--- config.mk ---
export PLATFORM = sky130hd
export DESIGN_NAME = coalescing_event_ring
export DESIGN_NICKNAME = d
export VERILOG_FILES = /design/src/rtl/cer_pkg.sv /design/src/rtl/coalescing_event_ring.sv
export SDC_FILE = /design/constraint.sdc
export NUM_CORES = 2
export LEC_CHECK = 0
export BUFFER_PORTS_ARGS = -buffer_cell sky130_fd_sc_hd__buf_4
export CAP_MARGIN = 30
export CORE_MARGIN = 2
export CORE_UTILIZATION = 60
export CTS_CLUSTER_DIAMETER = 60
export DETAILED_ROUTE_END_ITERATION = 12
export PLACE_DENSITY = 0.78
export SYNTH_ARGS = -nofsm -noshare
export SYNTH_HDL_FRONTEND = slang
export SYNTH_SLANG_ARGS = --single-unit
--- constraint.sdc ---
create_clock -name aclk -period 18.1 [get_ports aclk]
set_input_delay 0.905 -clock aclk [delete_from_list [all_inputs] [get_ports aclk]]
set_output_delay 0.905 -clock aclk [all_outputs]
set_load 0.01 [all_outputs]
--- src/rtl/cer_pkg.sv ---
// ---------------------------------------------------------------------------
// cer_pkg: shared definitions for the coalescing event ring
// Depth, pointer width, command and event-kind codes, register map.
// ---------------------------------------------------------------------------
package cer_pkg;

    localparam int RING_DEPTH = 16;
    localparam int PTR_W      = (RING_DEPTH > 1) ? $clog2(RING_DEPTH) : 1;

    localparam int TYPE_W  = 4;
    localparam int COORD_W = 32;
    localparam int DIST_W  = 16;

    // Input tuser: command, event type. Output tuser: ok, merged, dropped, type.
    localparam int S_TUSER_W = 1 + TYPE_W;
    localparam int M_TUSER_W = 3 + TYPE_W;
    localparam int TDATA_W   = 2 * COORD_W;

    localparam int APB_AW = 3;
    localparam int APB_DW = 32;

    localparam logic       CMD_PUT = 1'b0;
    localparam logic       CMD_POP = 1'b1;

    localparam logic [TYPE_W-1:0] EVT_WIN_MOVE   = 4'd1;
    localparam logic [TYPE_W-1:0] EVT_WIN_RESIZE = 4'd2;
    localparam logic [TYPE_W-1:0] EVT_MOUSE_MOVE = 4'd3;

    localparam logic [DIST_W-1:0] DIST_RESET = 16'd15;

    // Register index, taken from paddr[2].
    localparam logic REG_COALESCE_DIST = 1'b0;

    typedef logic [PTR_W-1:0] ptr_t;

    typedef struct packed {
        logic [TYPE_W-1:0]         etype;
        logic signed [COORD_W-1:0] first;
        logic signed [COORD_W-1:0] second;
    } entry_t;

    function automatic ptr_t ptr_inc(input ptr_t p);
        ptr_t r;
        if (p == ptr_t'(RING_DEPTH - 1)) begin
            r = '0;
        end else begin
            r = p + ptr_t'(1);
        end
        return r;
    endfunction

    function automatic ptr_t ptr_dec(input ptr_t p);
        ptr_t r;
        if (p == '0) begin
            r = ptr_t'(RING_DEPTH - 1);
        end else begin
            r = p - ptr_t'(1);
        end
        return r;
    endfunction

endpackage

--- src/rtl/coalescing_event_ring.sv ---
// ---------------------------------------------------------------------------
// coalescing_event_ring: event queue with coalescing of move events
// A ring of event entries fed by put and pop commands. Puts of move, resize
// or mouse-move events fold into the newest entry when close enough.
// ---------------------------------------------------------------------------
//
//  Channel   Direction  Handshake            Payload
//  s_        in         s_tvalid / s_tready  tuser: command, event type
//                                            tdata: first, second coordinate
//  m_        out        m_tvalid / m_tready  tuser: ok, merged, dropped, type
//                                            tdata: first, second coordinate
//  APB       in         psel / penable       coalesce distance at byte addr 0
//
// Each accepted word is held in an input register; when it is processed, its result
// word is loaded into the output register and offered on m_. One word can be taken
// every cycle while m_ does not stall. A stall on m_ holds the output register; a word
// waiting in the input register is then held as well and s_tready stays low until
// the result moves on. Reset is synchronous and active low; it empties the ring and
// restores a coalesce distance of 15.
//
module coalescing_event_ring
    import cer_pkg::*;
(
    input  logic                 aclk,
    input  logic                 aresetn,

    input  logic                 s_tvalid,
    output logic                 s_tready,
    input  logic [TDATA_W-1:0]   s_tdata,   // [31:0] coord_first, [63:32] coord_second
    input  logic [S_TUSER_W-1:0] s_tuser,   // [0] command, [4:1] event_type

    output logic                 m_tvalid,
    input  logic                 m_tready,
    output logic [TDATA_W-1:0]   m_tdata,   // [31:0] out_first, [63:32] out_second
    output logic [M_TUSER_W-1:0] m_tuser,   // [0] ok, [1] merged, [2] dropped_oldest,
                                            // [6:3] out_type

    input  logic                 psel,
    input  logic                 penable,
    input  logic                 pwrite,
    input  logic [APB_AW-1:0]    paddr,
    input  logic [APB_DW-1:0]    pwdata,
    output logic [APB_DW-1:0]    prdata,
    output logic                 pready
);

    // -----------------------------------------------------------------------
    // Configuration register. Writes are expected only while no word is in
    // flight.
    // -----------------------------------------------------------------------
    logic [DIST_W-1:0] dist_reg;
    logic              cfg_write;

    assign pready    = 1'b1;
    assign cfg_write = psel && penable && pwrite && (paddr[2] == REG_COALESCE_DIST);
    assign prdata    = (paddr[2] == REG_COALESCE_DIST) ?
                       {{(APB_DW-DIST_W){1'b0}}, dist_reg} : '0;

    always_ff @(posedge aclk) begin
        if (!aresetn) begin
            dist_reg <= DIST_RESET;
        end else if (cfg_write) begin
            dist_reg <= pwdata[DIST_W-1:0];
        end
    end

    // -----------------------------------------------------------------------
    // Input register stage.
    // -----------------------------------------------------------------------
    logic   in_valid_reg;
    logic   in_cmd_reg;
    entry_t in_evt_reg;
    logic   step;       // the held word is processed at this edge

    assign step     = in_valid_reg && (!m_tvalid || m_tready);
    assign s_tready = !in_valid_reg || step;

    always_ff @(posedge aclk) begin
        if (!aresetn) begin
            in_valid_reg <= 1'b0;
        end else if (s_tready) begin
            in_valid_reg <= s_tvalid;
        end
    end

    always_ff @(posedge aclk) begin
        if (s_tready && s_tvalid) begin
            in_cmd_reg        <= s_tuser[0];
            in_evt_reg.etype  <= s_tuser[S_TUSER_W-1:1];
            in_evt_reg.first  <= s_tdata[COORD_W-1:0];
            in_evt_reg.second <= s_tdata[TDATA_W-1:COORD_W];
        end
    end

    // -----------------------------------------------------------------------
    // Ring state. The entry array is read only at the read pointer; the newest
    // entry is mirrored in its own register so the coalesce check needs no
    // second read port. Entries are payload and are never cleared.
    // -----------------------------------------------------------------------
    entry_t ring_mem [RING_DEPTH];
    entry_t newest_reg;
    ptr_t   wr_ptr_reg, rd_ptr_reg;
    logic   full_reg;

    logic   ring_empty;
    logic   is_pop, pop_ok, coal_kind, merge, append;
    logic   near_first, near_second;
    ptr_t   wr_ptr_inc, rd_ptr_inc, rd_ptr_after;
    entry_t oldest;

    // Exact 33-bit differences so extreme coordinates never wrap into a merge.
    logic signed [COORD_W:0] diff_first, diff_second;
    logic        [COORD_W:0] abs_first, abs_second;

    assign ring_empty = !full_reg && (wr_ptr_reg == rd_ptr_reg);
    assign is_pop     = (in_cmd_reg == CMD_POP);
    assign pop_ok     = is_pop && !ring_empty;
    assign coal_kind  = (in_evt_reg.etype == EVT_WIN_MOVE)   ||
                        (in_evt_reg.etype == EVT_WIN_RESIZE) ||
                        (in_evt_reg.etype == EVT_MOUSE_MOVE);

    assign diff_first  = {newest_reg.first[COORD_W-1], newest_reg.first} -
                         {in_evt_reg.first[COORD_W-1], in_evt_reg.first};
    assign diff_second = {newest_reg.second[COORD_W-1], newest_reg.second} -
                         {in_evt_reg.second[COORD_W-1], in_evt_reg.second};
    assign abs_first   = diff_first[COORD_W]  ? -diff_first  : diff_first;
    assign abs_second  = diff_second[COORD_W] ? -diff_second : diff_second;
    assign near_first  = abs_first  <= {{(COORD_W+1-DIST_W){1'b0}}, dist_reg};
    assign near_second = abs_second <= {{(COORD_W+1-DIST_W){1'b0}}, dist_reg};

    assign merge  = !is_pop && !ring_empty && coal_kind &&
                    (newest_reg.etype == in_evt_reg.etype) && near_first && near_second;
    assign append = !is_pop && !merge;

    assign wr_ptr_inc   = ptr_inc(wr_ptr_reg);
    assign rd_ptr_inc   = ptr_inc(rd_ptr_reg);
    // An append into a full ring pushes the oldest entry out.
    assign rd_ptr_after = full_reg ? rd_ptr_inc : rd_ptr_reg;
    assign oldest       = ring_mem[rd_ptr_reg];

    always_ff @(posedge aclk) begin
        if (!aresetn) begin
            wr_ptr_reg <= '0;
            rd_ptr_reg <= '0;
            full_reg   <= 1'b0;
        end else if (step) begin
            if (pop_ok) begin
                rd_ptr_reg <= rd_ptr_inc;
                full_reg   <= 1'b0;
            end else if (append) begin
                wr_ptr_reg <= wr_ptr_inc;
                rd_ptr_reg <= rd_ptr_after;
                full_reg   <= (wr_ptr_inc == rd_ptr_after);
            end
        end
    end

    // A merge rewrites the coordinates of the newest slot, just behind wr_ptr.
    always_ff @(posedge aclk) begin
        if (step && append) begin
            ring_mem[wr_ptr_reg] <= in_evt_reg;
            newest_reg           <= in_evt_reg;
        end else if (step && merge) begin
            ring_mem[ptr_dec(wr_ptr_reg)] <= in_evt_reg;
            newest_reg.first              <= in_evt_reg.first;
            newest_reg.second             <= in_evt_reg.second;
        end
    end

    // -----------------------------------------------------------------------
    // Output register.
    // -----------------------------------------------------------------------
    logic                m_valid_reg;
    logic [TDATA_W-1:0]  m_data_reg;
    logic [M_TUSER_W-1:0] m_user_reg;

    always_ff @(posedge aclk) begin
        if (!aresetn) begin
            m_valid_reg <= 1'b0;
        end else if (step) begin
            m_valid_reg <= 1'b1;
        end else if (m_tready) begin
            m_valid_reg <= 1'b0;
        end
    end

    always_ff @(posedge aclk) begin
        if (step) begin
            m_user_reg <= {(pop_ok ? oldest.etype : {TYPE_W{1'b0}}),
                           append && full_reg,
                           merge,
                           !is_pop || pop_ok};
            m_data_reg <= pop_ok ? {oldest.second, oldest.first} : '0;
        end
    end

    assign m_tvalid = m_valid_reg;
    assign m_tdata  = m_data_reg;
    assign m_tuser  = m_user_reg;

endmodule

---- Word-level counts from Yosys, hierarchy flattened ----
Memory sizes are Yosys's and may differ from the RTL's. A register that Yosys moved wholly into a read port is not among the register bits.
Cells that the tools add are included.
storage, ports and cells
  flip-flop bits (word level) ............. 167
  output and inout bits ................... 106
  memories ................................ 1
  bits of input ports ..................... 111
  memory bits (writable) .................. 1088
  logic and storage cells ................. 94
memory list
  name      depth  width  rd ports  clocked after Yosys merged registers in  write ports  line                          text
  ring_mem  16     68     1         1                                        1            coalescing_event_ring.sv:100  entry_t ring_mem [RING_DEPTH];
cells by class
  add/subtract/negate cells ............... 7
  eq/ne operators ......................... 8
  reduce and logical (&&, ||, !) cells .... 35
  order comparisons ....................... 2
  multiplexer cells ....................... 25
  bitwise logic cells ..................... 2
operator list
  cell                                                                   number
  64-bit 2-to-1 mux                                                      2
  68-bit 2-to-1 mux                                                      1
  68-bit OR reduction                                                    1
  33-bit by 16-bit <= comparator with 1-bit output                       2
  33-bit 2-to-1 mux                                                      2
  33-bit negation                                                        2
  32-bit by 32-bit subtractor with 33-bit output                         2
  4-bit 2-to-1 mux                                                       9
  1-bit logical AND                                                      16
  16-bit 2-to-1 mux                                                      1
  4-bit equality test                                                    3
  1-bit 2-to-1 mux                                                       10
  4-bit by 1-bit adder with 4-bit output, second input constant          2
  4-bit by 2-bit equality test with 1-bit output, second input constant  2
  4-bit equality test, second input constant                             2
  1-bit logical NOT                                                      7
  2-bit nonzero test                                                     3
  1-bit logical OR                                                       5
  4-bit by 1-bit equality test with 1-bit output, second input constant  1
  4-bit logical NOT                                                      1
  4-bit by 1-bit subtractor with 4-bit output, second input constant     1
  3-bit AND reduction                                                    1
  1-bit inverter                                                         2
  2-bit AND reduction                                                    1

---- Longest topological paths before layout ----
  depth in word-level cells ............... 15
  depth in mapped cells ................... 29
  mapped depth without buffers ............ 27

---- Least setup slack after synthesis ----
OpenSTA, ideal clock, no wires.
  path type ............................... register to register
  start ................................... reg in_evt_reg[32] in the netlist's numbering
  end ..................................... mem ring_mem[15][0] in the netlist's numbering, enable pin
  required time ........................... 17583 ps
  buffers on the path ..................... 2
  period minus slack after synthesis ...... 10126 ps
  slack ................................... 7974 ps
  setup time .............................. 517 ps
  data arrival time ....................... 9609 ps
  stages on the path, launching flop included .. 28
  path through ............................ edfxtp_1 -> ha_1 -> fa_1 -> nand2b_1 -> a21boi_1 -> o21ai_1 -> a2111oi_0 -> o21ai_1 -> o21ai_0 -> clkbuf_1 -> clkbuf_1 -> nor2_1 -> xnor2_1 -> ha_1 -> a21o_1 -> a21o_1 -> a21oi_1 -> nor2b_1 -> o21ai_0 -> a31o_2 -> nand3_1 -> a221oi_1 -> nand3_1 -> nor4_2 -> nand4_4 -> nor2_4 -> mux2_2 -> a21oi_1
between the ends
  longest elaborated chain between the ends .. 13
  elaborated cells on any way between the ends .. 18
  classes of those cells .................. add/sub: 2; order compare: 1; mux: 8; reduce/logical: 7
ends and longest elaborated chain
  element                                                                       line                          text
  from (decl)                                                                   coalescing_event_ring.sv:72   entry_t in_evt_reg;
  32-bit by 32-bit subtractor with 33-bit output (*)                            coalescing_event_ring.sv:122  assign diff_first = {newest_reg.first[COORD_W-1], newest_reg.first} -
  33-bit negation                                                               coalescing_event_ring.sv:126  assign abs_first = diff_first[COORD_W] ? -diff_first : diff_first;
  33-bit 2-to-1 mux (*)                                                         coalescing_event_ring.sv:126
  33-bit by 16-bit <= comparator with 1-bit output (*)                          coalescing_event_ring.sv:128  assign near_first = abs_first <= {{(COORD_W+1-DIST_W){1'b0}}, dist_reg};
  1-bit logical AND (*) (2 in a row)                                            coalescing_event_ring.sv:132  (newest_reg.etype == in_evt_reg.etype) && near_first && near_second;
  1-bit logical NOT                                                             coalescing_event_ring.sv:133  assign append = !is_pop && !merge;
  1-bit logical AND                                                             coalescing_event_ring.sv:133
  1-bit logical AND                                                             coalescing_event_ring.sv:160  if (step && append) begin
  1-bit 2-to-1 mux                                                              coalescing_event_ring.sv:160
  1-bit 2-to-1 mux (not written as such)                                        coalescing_event_ring.sv:164  ring_mem[ptr_dec(wr_ptr_reg)] <= in_evt_reg;
  68-bit OR reduction (no source line)                                          n/a
  4-bit 2-to-1 mux (no source line) / 1-bit 2-to-1 mux (equally long branches)  n/a
  to (decl)                                                                     coalescing_event_ring.sv:100
Mark *: on every way between the ends. The rest lies on a longest branch, timed or not.

---- Worst setup path in the final report ----
  start ................................... reg in_evt_reg[0] in the netlist's numbering
  end ..................................... mem ring_mem[5][20] in the netlist's numbering, enable pin
between the ends
  longest elaborated chain between the ends .. 12
  elaborated cells on any way between the ends .. 17
  classes of those cells .................. add/sub: 2; order compare: 1; mux: 8; reduce/logical: 6
ends and longest elaborated chain
  element                                                                       line                          text
  32-bit by 32-bit subtractor with 33-bit output (*)                            coalescing_event_ring.sv:124  assign diff_second = {newest_reg.second[COORD_W-1], newest_reg.second} -
  33-bit negation                                                               coalescing_event_ring.sv:127  assign abs_second = diff_second[COORD_W] ? -diff_second : diff_second;
  33-bit 2-to-1 mux (*)                                                         coalescing_event_ring.sv:127
  33-bit by 16-bit <= comparator with 1-bit output (*)                          coalescing_event_ring.sv:129  assign near_second = abs_second <= {{(COORD_W+1-DIST_W){1'b0}}, dist_reg};
  1-bit logical AND (*)                                                         coalescing_event_ring.sv:132
  1-bit logical NOT                                                             coalescing_event_ring.sv:133
  1-bit logical AND                                                             coalescing_event_ring.sv:133
  1-bit logical AND                                                             coalescing_event_ring.sv:160
  1-bit 2-to-1 mux                                                              coalescing_event_ring.sv:160
  1-bit 2-to-1 mux (not written as such)                                        coalescing_event_ring.sv:164
  68-bit OR reduction (no source line)                                          n/a
  4-bit 2-to-1 mux (no source line) / 1-bit 2-to-1 mux (equally long branches)  n/a
Marks and branches as above.

==> results.md <==
- Crit path required time: 18.47 ns
- Run status: finished clean
- Layout cell share with drive strength beyond 1: 23.1%
- CTS tree: done
- Core area: 0.0947 mm²
- Reg2reg path depth: 28
- GR Overflow Total: 0
- # H-tree levels: 4
- Fmax: 0.0985 GHz
- Startpoint class of the critical path: register
- Min-delay worst type: in2reg
- GPL Wtd Cong: 0.940
- Post-Route WL: 148000 µm
- Vias in the first global route: 32903
- First-pass GRT wire length: 216000 µm
- Sequential-to-total area share from yosys stat: 69.0%
- Total die area: 0.0978 mm²
- DR vias: 33005
- DRT Pass-1 Iters: 6
- Mapped cell area: 0.0572 mm²
- Reg-to-reg slack, setup: 7.95 ns
- Worst vdd ir: 0.0000821 V
- Top-area cell type share of the netlist area: 68.1%
- Mean Syn Cell Area: 17.5 µm²
- Area Overhead vs Synth: 12.8%
- Worst path slowest cell: nor2_4
- RSZ-0062 raised after global routing: false
- CP max stage delay: 0.79 ns
- Post-synth EDFFs: 1296
- Clock slew seen by the registers of the worst setup and hold paths: 0.06 ns
- Final min period: 10.15 ns
- FFs w/ async S/R, synth: 0%
- Largest cells by area after synthesis: edfxtp_1, mux4_2, ha_1
- Final setup vio count: 0
- Rel. slew slack: 30.2%
- Hold buffer count at cts: 0
- Worst-path fanout max: 31
- Clock Latency Late Sink: 0.76 ns
- Minimum hold slack: 0.326 ns
- Routed Antenna Nets: 0
- Fin Clk Skew: 0.0274 ns
- CTS buffer count: 131
- Worst hold stages: 1
- Final Hold Viols: 0
- Post-DP HPWL: 84100 µm
- Wire per inst: 30.3 µm
- Most used DFF post-synth: edfxtp_1
- Die Y: 313 µm
- Worst R2R End: ring_mem[5][20]$_DFFE_PP_
- Std-Cell Rows: 113
- Diode count: 0
- Root Buffer Master: clkbuf_16
- Post-cts sizing count: 0
- Worst hold endpoint: in_evt_reg[18]$_DFFE_PP_
- Initial DRC count: 4242
- Flops & latches, synth: 1323
- CTS Sinks: 1323
- Setup TNS: 0 ns
- Number of distinct library cells after synthesis: 95
- Syn Inst Count: 3263
- CP Data Arrival Time: 10.52 ns
- Initial antenna violation count: 1
- Final Max Tran Viols: 0
- Top Ports: 217
- Hold Startpoint: s_tdata[50]
- Slew @ Worst Pin: 1.05 ns
- Max-cap check violation count: 0
- Post-CTS Setup Bufs: 0
- R2R Path Start: in_evt_reg[0]$_DFFE_PP_
- Vias per cell: 6.78
- Fin crit share: 56.1%
- Crit. End Element: register
- CTS Buffer Depth: 3
- PortBufs: 181
- Total GRT Usage: 30.4%
- Yosys top cell by area: edfxtp_1
- Lkg Pwr: 20.9 nW
- Max reg flops: 1088
- Total Power: 0.00656 W
- Nets@finish: 3715
- Yosys warning total: 0
- Die W: 313 µm
- PwrDens: 102 mW/mm²
- Initial cell density of the core: 60.4%
- WS Path Type: reg2reg
- Largest net degree at the start of global routing: 73
- DRC viols: 0
-- stage by stage --
stage / setup WS (ns) / area [µm²] / util [%] / std cells
2_1_floorplan: 7.97 / 57200 / - / 3278
3_3_place_gp: 8.30 / 60100 / 63.4 / 4621
3_5_place_dp: 8.23 / 60200 / 63.5 / 4627
4_1_cts: 8.11 / 64400 / 67.9 / 4860
5_1_grt: 7.48 / 64500 / 68.1 / 4865
6_report: 7.95 / 64500 / 68.1 / 4865
-- cell usage in the layout (no fill, tap or decap), types with 11 or more instances in the layout --
cell	netlist	final
or4_1	12	12
nand4_1	30	30
edfxtp_1	1296	1296
clkbuf_1	106	32
a31oi_1	21	21
and2_1	24	23
dfxtp_1	27	23
clkinv_2	0	13
a21o_1	36	36
and3_1	27	27
inv_6	0	12
ha_1	102	102
a211o_1	14	14
conb_1	2	17
nor4_1	18	18
nand2_1	151	151
nor2b_1	76	76
a21oi_1	123	115
xnor2_1	45	45
inv_1	107	105
a2111oi_0	11	11
or3_1	24	24
nand2b_1	18	17
xor2_1	20	20
mux2i_1	19	19
clkbuf_16	0	132
nor2_1	128	124
a211oi_1	17	17
clkinv_1	0	19
mux4_2	340	340
nand3_1	51	51
o211ai_1	28	28
nor3_1	35	35
o21a_1	13	13
o31ai_1	13	13
buf_4	17	233
o21ai_0	72	71
-- cells in the mapped netlist, types with 27 or more instances --
library cell	count
a21o_1	36
ha_1	102
nor3_1	35
o21ai_0	72
a21oi_1	123
nand4_1	30
and3_1	27
nor2_1	128
nor2b_1	76
nand2_1	151
o211ai_1	28
clkbuf_1	106
edfxtp_1	1296
nand3_1	51
mux4_2	340
dfxtp_1	27
inv_1	107
xnor2_1	45
-- worst max-delay path: cells and delay by family, from the launching register on --
kind | cells | cell delay [ns]
AO/OA/AOI/OAI | 13 | 3.67
XOR/XNOR | 1 | 0.15
adder cells (fa/ha/maj) | 3 | 1.04
buffers and inverters | 3 | 1.26
flip-flops | 1 | 0.77
AND/OR/NAND/NOR | 8 | 2.76
-- report_power, final --
group          internal (W)  switching, W  total [W]  leakage (nW)
clock network       0.00152       0.00114    0.00266          2.03
registers           0.00340     0.0000514    0.00345          12.0
logic              0.000175      0.000278   0.000453          6.86
-- metal layers --
layer	wire length (µm)	share of wire, %	global-route usage (%)	up-vias
li1	-	-	-	13757
met4	3500	2.4	8.45	0
met5	0	0	0	-
met2	72600	49	49.1	1955
met1	58700	40	43.9	17041
met3	12800	8.7	4.70	252
-- worst max-delay path by stage --
| stage | startpoint | slack (ns) | depth (start not counted) | end |
|---|---|---|---|---|
| after floorplan | in_evt_reg[32]$_DFFE_PP_ | 7.97 | 27 | ring_mem[15][0]$_DFFE_PP_ |
| after global routing | in_evt_reg[0]$_DFFE_PP_ | 7.48 | 28 | ring_mem[5][20]$_DFFE_PP_ |
| after detailed placement | in_evt_reg[0]$_DFFE_PP_ | 8.23 | 28 | ring_mem[5][23]$_DFFE_PP_ |
| after CTS | in_evt_reg[0]$_DFFE_PP_ | 8.11 | 28 | ring_mem[5][20]$_DFFE_PP_ |
| final | in_evt_reg[0]$_DFFE_PP_ | 7.95 | 28 | ring_mem[5][20]$_DFFE_PP_ |
| after global placement | in_evt_reg[0]$_DFFE_PP_ | 8.30 | 28 | ring_mem[5][23]$_DFFE_PP_ |
-- cell type report --
class                   instances  area [µm²]
fillers                      5900       30200
clock inverters                63         666
inverters                     107         404
repair buffers                243        1960
clock buffers                 170        3510
flip-flops and latches       1323       39500
well taps                    1265        1580
multi-input cells            1694       16900
-- cell families after synthesis --
kind of cell | after synthesis | share of synthesized area [%]
fa+ha+maj | 104 | 2.30
xor+xnor | 65 | 0.996
flops | 1323 | 69.0
mux | 364 | 13.8
simple gates | 647 | 5.97
other cells | 2 | 0.0131
compound gates | 497 | 6.06
buf+inv | 261 | 1.84
(Power assumes the default switching activity.)
